## src/rtl/rbpu_pkg.sv

```systemverilog
// Shared types, constants and helper functions for the rotating-body particle update unit.
// Used by rbpu_bitmap, rbpu_alu and the top level; depends on nothing.
package rbpu_pkg;

  localparam int ID_W   = 12;
  localparam int DATA_W = 32;
  localparam int PROD_W = 64;
  localparam int ACC_W  = 65;
  localparam int SUM_W  = 52;

  localparam logic signed [ACC_W-1:0] RND_Q30 = 65'sd536870912;
  localparam logic signed [ACC_W-1:0] RND_Q16 = 65'sd32768;

  typedef enum logic [2:0] {
    ACT_ADD      = 3'd0,
    ACT_REMOVE   = 3'd1,
    ACT_POSITION = 3'd2,
    ACT_VELOCITY = 3'd3,
    ACT_ENERGY   = 3'd4,
    ACT_INTERACT = 3'd5,
    ACT_CONTEXT  = 3'd6,
    ACT_NEW_STEP = 3'd7
  } action_t;

  typedef enum logic [2:0] {
    REG_CENTER_X = 3'd0,
    REG_CENTER_Y = 3'd1,
    REG_ROT_M00  = 3'd2,
    REG_ROT_M01  = 3'd3,
    REG_ROT_M10  = 3'd4,
    REG_ROT_M11  = 3'd5,
    REG_OMEGA    = 3'd6
  } reg_idx_t;

  typedef enum logic [2:0] {
    MSRC_M00   = 3'd0,
    MSRC_M01   = 3'd1,
    MSRC_M10   = 3'd2,
    MSRC_M11   = 3'd3,
    MSRC_OMEGA = 3'd4
  } mul_src_t;

  typedef enum logic [1:0] {
    ACC_HOLD = 2'd0,
    ACC_LOAD = 2'd1,
    ACC_ADD  = 2'd2
  } acc_op_t;

  typedef struct packed {
    logic signed [DATA_W-1:0] center_x;
    logic signed [DATA_W-1:0] center_y;
    logic signed [DATA_W-1:0] m00;
    logic signed [DATA_W-1:0] m01;
    logic signed [DATA_W-1:0] m10;
    logic signed [DATA_W-1:0] m11;
    logic signed [DATA_W-1:0] omega;
  } cfg_t;

  typedef struct packed {
    mul_src_t a_sel;
    logic     b_dy;
    acc_op_t  acc_op;
    logic     q30;
    logic     fin_y;
    logic     neg;
  } alu_ctl_t;

  typedef struct packed {
    logic rd_en;
    logic member_we;
    logic member_wd;
    logic moved_we;
    logic moved_wd;
  } bm_ctl_t;

  function automatic logic signed [SUM_W-1:0] ext_sum(input logic signed [DATA_W-1:0] v);
    return {{(SUM_W-DATA_W){v[DATA_W-1]}}, v};
  endfunction

  function automatic logic signed [DATA_W-1:0] sat32(input logic signed [SUM_W-1:0] v);
    logic [SUM_W-DATA_W:0] up;
    up = v[SUM_W-1:DATA_W-1];
    if ((&up) || !(|up)) return v[DATA_W-1:0];
    else if (v[SUM_W-1]) return {1'b1, {(DATA_W-1){1'b0}}};
    else return {1'b0, {(DATA_W-1){1'b1}}};
  endfunction

endpackage

```

## src/rtl/rbpu_alu.sv

```systemverilog
// Shared multiply-accumulate unit: offset saturation, one 32x32 multiplier, a rounding
// accumulator and the final shift, center add and saturation. Depends on rbpu_pkg.
module rbpu_alu import rbpu_pkg::*; (
  input  logic                     clk,
  input  cfg_t                     cfg,
  input  alu_ctl_t                 ctl,
  input  logic signed [DATA_W-1:0] cur_x,
  input  logic signed [DATA_W-1:0] cur_y,
  output logic signed [DATA_W-1:0] fin
);

  logic signed [DATA_W-1:0] dx;
  logic signed [DATA_W-1:0] dy;
  logic signed [DATA_W-1:0] mul_a;
  logic signed [DATA_W-1:0] mul_b;
  logic signed [PROD_W-1:0] prod;
  logic signed [ACC_W-1:0]  prod_ext;
  logic signed [ACC_W-1:0]  acc;
  logic signed [ACC_W-1:0]  rnd;
  logic signed [ACC_W-1:0]  sh;
  logic signed [SUM_W-1:0]  t;
  logic signed [SUM_W-1:0]  base;
  logic signed [SUM_W-1:0]  sum;

  always_comb begin
    unique case (ctl.a_sel)
      MSRC_M00: mul_a = cfg.m00;
      MSRC_M01: mul_a = cfg.m01;
      MSRC_M10: mul_a = cfg.m10;
      MSRC_M11: mul_a = cfg.m11;
      default:  mul_a = cfg.omega;
    endcase
    mul_b    = ctl.b_dy ? dy : dx;
    prod_ext = {prod[PROD_W-1], prod};
    rnd      = ctl.q30 ? RND_Q30 : RND_Q16;
    sh       = ctl.q30 ? (acc >>> 30) : (acc >>> 16);
    t        = sh[SUM_W-1:0];
    base     = ctl.q30 ? ext_sum(ctl.fin_y ? cfg.center_y : cfg.center_x) : '0;
    sum      = ctl.neg ? (base - t) : (base + t);
    fin      = sat32(sum);
  end

  always_ff @(posedge clk) begin
    dx   <= sat32(ext_sum(cur_x) - ext_sum(cfg.center_x));
    dy   <= sat32(ext_sum(cur_y) - ext_sum(cfg.center_y));
    prod <= mul_a * mul_b;
    unique case (ctl.acc_op)
      ACC_LOAD: acc <= prod_ext + rnd;
      ACC_ADD:  acc <= acc + prod_ext;
      default:  acc <= acc;
    endcase
  end

endmodule

```

## config.mk

```make
export PLATFORM = sky130hd
export DESIGN_NAME = rbpu_alu
export DESIGN_NICKNAME = d
export VERILOG_FILES = /design/src/rtl/rbpu_pkg.sv /design/src/rtl/rbpu_alu.sv
export SDC_FILE = /design/constraint.sdc
export NUM_CORES = 2
export LEC_CHECK = 0
export ABC_AREA = 1
export BUFFER_PORTS_ARGS = -buffer_cell sky130_fd_sc_hd__buf_2
export CAP_MARGIN = 20
export CORE_MARGIN = 8
export CORE_UTILIZATION = 55
export DETAILED_ROUTE_END_ITERATION = 16
export PLACE_DENSITY_LB_ADDON = 0.25
export SLEW_MARGIN = 20
export SYNTH_ARGS = -nofsm -noshare
export SYNTH_HDL_FRONTEND = slang
export SYNTH_SLANG_ARGS = --single-unit
```

## constraint.sdc

```tcl
create_clock -name clk -period 16.15 [get_ports clk]
set_clock_uncertainty 0.2 [all_clocks]
set_input_delay 4.845 -clock clk [delete_from_list [all_inputs] [get_ports clk]]
set_output_delay 4.845 -clock clk [all_outputs]
set_load 0.02 [all_outputs]
```

=== Word level (Yosys, flattened, before mapping) ===
Cells that the tools add are included.
W data, S select, Z words.

* Flip-flop bits (word level): 193
* Bits of input ports: 298
* Output and inout bits: 32
* Word-level logic and storage cells: 44

* $add $sub $neg: 6
* $mul: 1
* Equality and inequality tests: 5
* Muxes and demuxes: 14
* Reduce and logical (&&, ||, !) cells: 14

{| class="wikitable"
|+ Operators by type and width
! operator !! number
|-
| $mux W32 || 8
|-
| $pmux W65 S2 || 1
|-
| $pmux W32 S4 || 1
|-
| $mux W52 || 2
|-
| $sub A32 B32 Y33 || 2
|-
| $add A64 B31 Y65 || 1
|-
| $add A65 B64 Y65 || 1
|-
| $mul A32 B32 Y64 || 1
|-
| $reduce_and A21 Y1 || 3
|-
| $reduce_or A21 Y1 || 3
|-
| $add A52 B49 Y52 || 1
|-
| $sub A52 B49 Y52 || 1
|-
| $mux W48 || 1
|-
| $mux W30 || 1
|-
| $eq A3 B2 Y1 const B || 2
|-
| $eq A3 B1 Y1 const B || 1
|-
| $logic_not A1 Y1 || 3
|-
| $logic_not A3 Y1 || 1
|-
| $logic_or A1 B1 Y1 || 3
|-
| $eq A2 B1 Y1 const B || 1
|-
| $eq A2 B2 Y1 const B || 1
|-
| $reduce_bool A2 Y1 || 1
|}

=== Logic depth before layout (Yosys ltp) ===
* Depth in word-level cells: 8
* Depth in mapped cells: 39
* Depth with buffers taken out: 37

=== Worst setup path after synthesis ===
OpenSTA, ideal clock, no wires.

* Path kind: input port to output port
* Start point: in ctl[2] in the netlist's numbering
* End point: out fin[20]
* Data arrival time: 8.771 ns
* Required time: 11.105 ns
* Setup slack: 2.334 ns
* Stages on the path: 34
* Cells stage by stage: buf_4 o21ai_1 ha_1 inv_1 nor2_1 inv_1 nor2_2 nand4_1 or2_1 nor2_1 nand2_1 nand2_1 o21ai_0 xor2_1 ha_1 nand2_1 nor2_1 inv_1 nor2_1 nand2_1 nor2_1 nand2_1 nand3_1 nand2_1 nand2_1 inv_1 nand3_1 nand2_1 nor2_1 nand2_2 nand2_4 buf_6 nand2_1 nand2_1

* Word-level cells in the longest chain between the ends: 7

{| class="wikitable"
|+ Ends and longest elaborated chain
! element !! line !! RTL
|-
| start, declared || rbpu_alu.sv:6 || <nowiki>input alu_ctl_t ctl,</nowiki>
|-
| $mux W52 / $mux W48 (equally long branches) || rbpu_alu.sv:38, rbpu_alu.sv:36 ||
|-
| $add A52 B49 Y52 / $sub A52 B49 Y52 (equally long branches) || rbpu_alu.sv:39 || <nowiki>sum = ctl.neg ? (base - t) : (base + t);</nowiki>
|-
| $mux W52 (*) || rbpu_alu.sv:39 ||
|-
| $reduce_or A21 Y1 || rbpu_pkg.sv:83 || <nowiki>if ((&up) || !(|up)) return v[DATA_W-1:0];</nowiki>
|-
| $logic_not A1 Y1 || rbpu_pkg.sv:83 ||
|-
| $logic_or A1 B1 Y1 || rbpu_pkg.sv:83 ||
|-
| $mux W32 (*) || rbpu_pkg.sv:83 ||
|-
| end, declared || rbpu_alu.sv:9 || <nowiki>output logic signed [DATA_W-1:0] fin</nowiki>
|}

Mark *: on every way between the ends. The rest lies on a longest branch, timed or not.

=== Worst setup path after layout ===
Same ends and word-level chain as after synthesis.

==> results.yml <==
run_status:
  run_status: "completed"
layout:
  total_area_of_multi_input_combinational_cells_um2: 45700
  nFillCells: 9678
  layout-drive-gt1-share: 0.0689
  layout.nets: 9847
  area.sequential_um2: 4510
  area_growth_pct: 7.62
  finish.cell_count_without_fillers: 9499
  fin_util: 0.598
worst_setup_path:
  critical_path.slowest_cell: "ha_1"
  critical_path_required_ns: 11.10
  most_repeated_library_cell_on_the_critical_path: "nand2_1"
  path_class: "primary input to output pin"
  timing.critical_path.fanout_max: 33
  worst_setup_path_start_kind: "primary input"
  worstRegToRegCells: 26
  rrSetupSlack_ns: 6.39
  end_kind: "output pin"
  timing.rr.end: "prod[61]$_DFF_P_"
  worstPathArrival_ns: 10.34
  reg2reg_from: "dx[8]$_DFF_P_"
  crit_path_max_incr_delay_ns: 0.46
yosys:
  synth_top_area_share: 0.378
  synthesis.instances: 7829
  post_synth_top_flop: "dfxtp_1"
  yosys.cell_types.count: 52
  most_common_cell_in_the_netlist: "nand2_1"
  synth-seq-cells: 193
  ys_top_cells_by_area: "fa_1 38%, nand2_1 12%, inv_1 11%"
  number_of_synthesized_flops_with_an_enable_pin: 65
  syn_area_per_cell_um2: 7.35
  synth-async-reset-ratio: 0
  mappedNetlistNets: 9578
  seq_area_frac_synth: 0.0784
  synth.cell_area_um2: 57600
  synth_top_cell_by_area: "fa_1"
  synthesis.yosys.warnings: 0
  synth_commonest_cells: "1,815 x nand2_1, 1,745 x inv_1, 1,086 x fa_1"
grt:
  global_route_wire_length_before_repair_um: 347000
  gr-usage-met1: 0.526
  grt_antenna_before_repair: 9
  total_congestion_overflow: 0
  grt_max_degree: 68
  grt_use_met3: 0.144
  grtUsageMet2: 0.571
  grt-busiest-layer: "met2"
  grt_pass1_vias: 56400
  grtUsageTotal: 0.396
drt:
  drt_drc_violations_left: 0
  detail_route.first_pass.iterations: 8
  detail_route.vias_per_cell: 5.76
  final_antenna_net_count: 0
  post_drt_wl_per_cell_um: 24.2
  number_of_design_rule_violations_left_by_the_first_detailed_router_iteration: 6364
  dr_total_vias: 54700
  drt-total-wl_um: 230000
run:
  maxCapViolCount: 0
sta:
  slew-limit-headroom: 0.215
  fmax_mhz: 65.0
  layout_min_cycle_time_ns: 15.38
  timing.final.hold_violations: 0
  timing.setup.tns_ns: 0
  final_clock_period_utilization_by_the_worst_path: 0.953
  unrepaired_setup_endpoints_after_global_routing: "false"
  finalMaxSlewViolations: 0
  worst-slew-pin-transition_ns: 1.18
  fin_hold_ws_ns: 0.346
  finalSetupViolations: 0
cts:
  cts-resized-gates: 0
  postCtsSetupRepairBufs: 0
  cts_tree: "done"
  clock_tree.root_cell: "clkbuf_16"
  clkSinkCount: 193
  clock_tree.buffer_depth: 2
  h_tree_depth: 4
  clock_latency_late_sink_ns: 0.50
  numCtsBuffers: 17
  worst_setup_hold_path_clk_slew_ns: 0.07
  cts_hold_buffers: 0
placed_design:
  dp_hpwl_um: 195000
  gp_congestion: 1.05
  post-place-cells: 9459
  numPortBuffers: 329
floorplan:
  die_w_um: 339
  rows: 118
  initial_core_util: 0.555
  io_pins: 330
  dieHeight_um: 339
  placeableCoreArea_um2: 104000
  dieArea_um2: 115000
hold_path:
  hp-class: "flip-flop to flip-flop"
  hold_depth: 1
  holdCritStartpoint: "prod[0]$_DFF_P_"
  holdPathEnd: "acc[0]$_DFFE_PP_"
[cell usage in the layout, fill, tap and decap left out, types with 153 or more instances in the layout]
master      n
a21oi_1   366
ha_1      364
o21ai_0   225
nor2_1    951
fa_1     1086
nand2_1  1815
inv_1    1744
xor2_1    175
nand3_1   153
buf_2     329
[metrics by stage]
step                setup slack [ns]  instance area, um^2
floorplan                       2.33                57600
global placement               0.980                61300
detailed placement             0.889                61300
CTS                            0.860                61900
global route                   0.177                61900
finish                         0.766                61900
[registers in the layout (all words and copies together) (netlist names)]
name,flops
dy,32
acc,65
prod,64
dx,32
[critical path: cells and delay by family]
| kind | cells | cell delay, ns |
|---|---|---|
| adder cells (fa/ha/maj) | 1 | 0.46 |
| AND/OR/NAND/NOR | 26 | 3.56 |
| AO/OA/AOI/OAI | 1 | 0.22 |
| XOR/XNOR | 1 | 0.18 |
| buffers and inverters | 5 | 1.03 |
[metal layers]
metal,vias up,part of all wire
met3,783,0.14
li1,24000,-
met4,10,0.063
met1,26300,0.39
met5,-,0.0013
met2,3611,0.41
[area by class of cell]
class,count,share of cell area
clock buffers,17,0.00687
well taps,1380,0.0279
clock inverters,15,0.00343
inverters,1762,0.107
flip-flops and latches,193,0.0729
diodes,8,0.000323
repair buffers,469,0.0438
multi-input cells,5655,0.738
[logic make-up after synthesis]
group           Yosys count  share of synthesized area
flops                   193                     0.0784
compound gates          867                     0.0843
fa+ha+maj              1451                      0.457
mux                       2                   0.000348
xor+xnor                258                     0.0393
simple gates           3077                      0.210
buf+inv                1981                      0.130
[how the worst max path moves through the flow]
stage / start / end / cells after the start
final: ctl[2] / fin[20] / 34
after detailed placement: ctl[2] / fin[20] / 34
after CTS: ctl[2] / fin[20] / 34
after global routing: ctl[2] / fin[20] / 36
after floorplan: ctl[2] / fin[20] / 34
after global placement: ctl[2] / fin[25] / 33
Power is not shown: default switching activity piles up to over one toggle a cycle in this logic, so the estimate is an artifact.
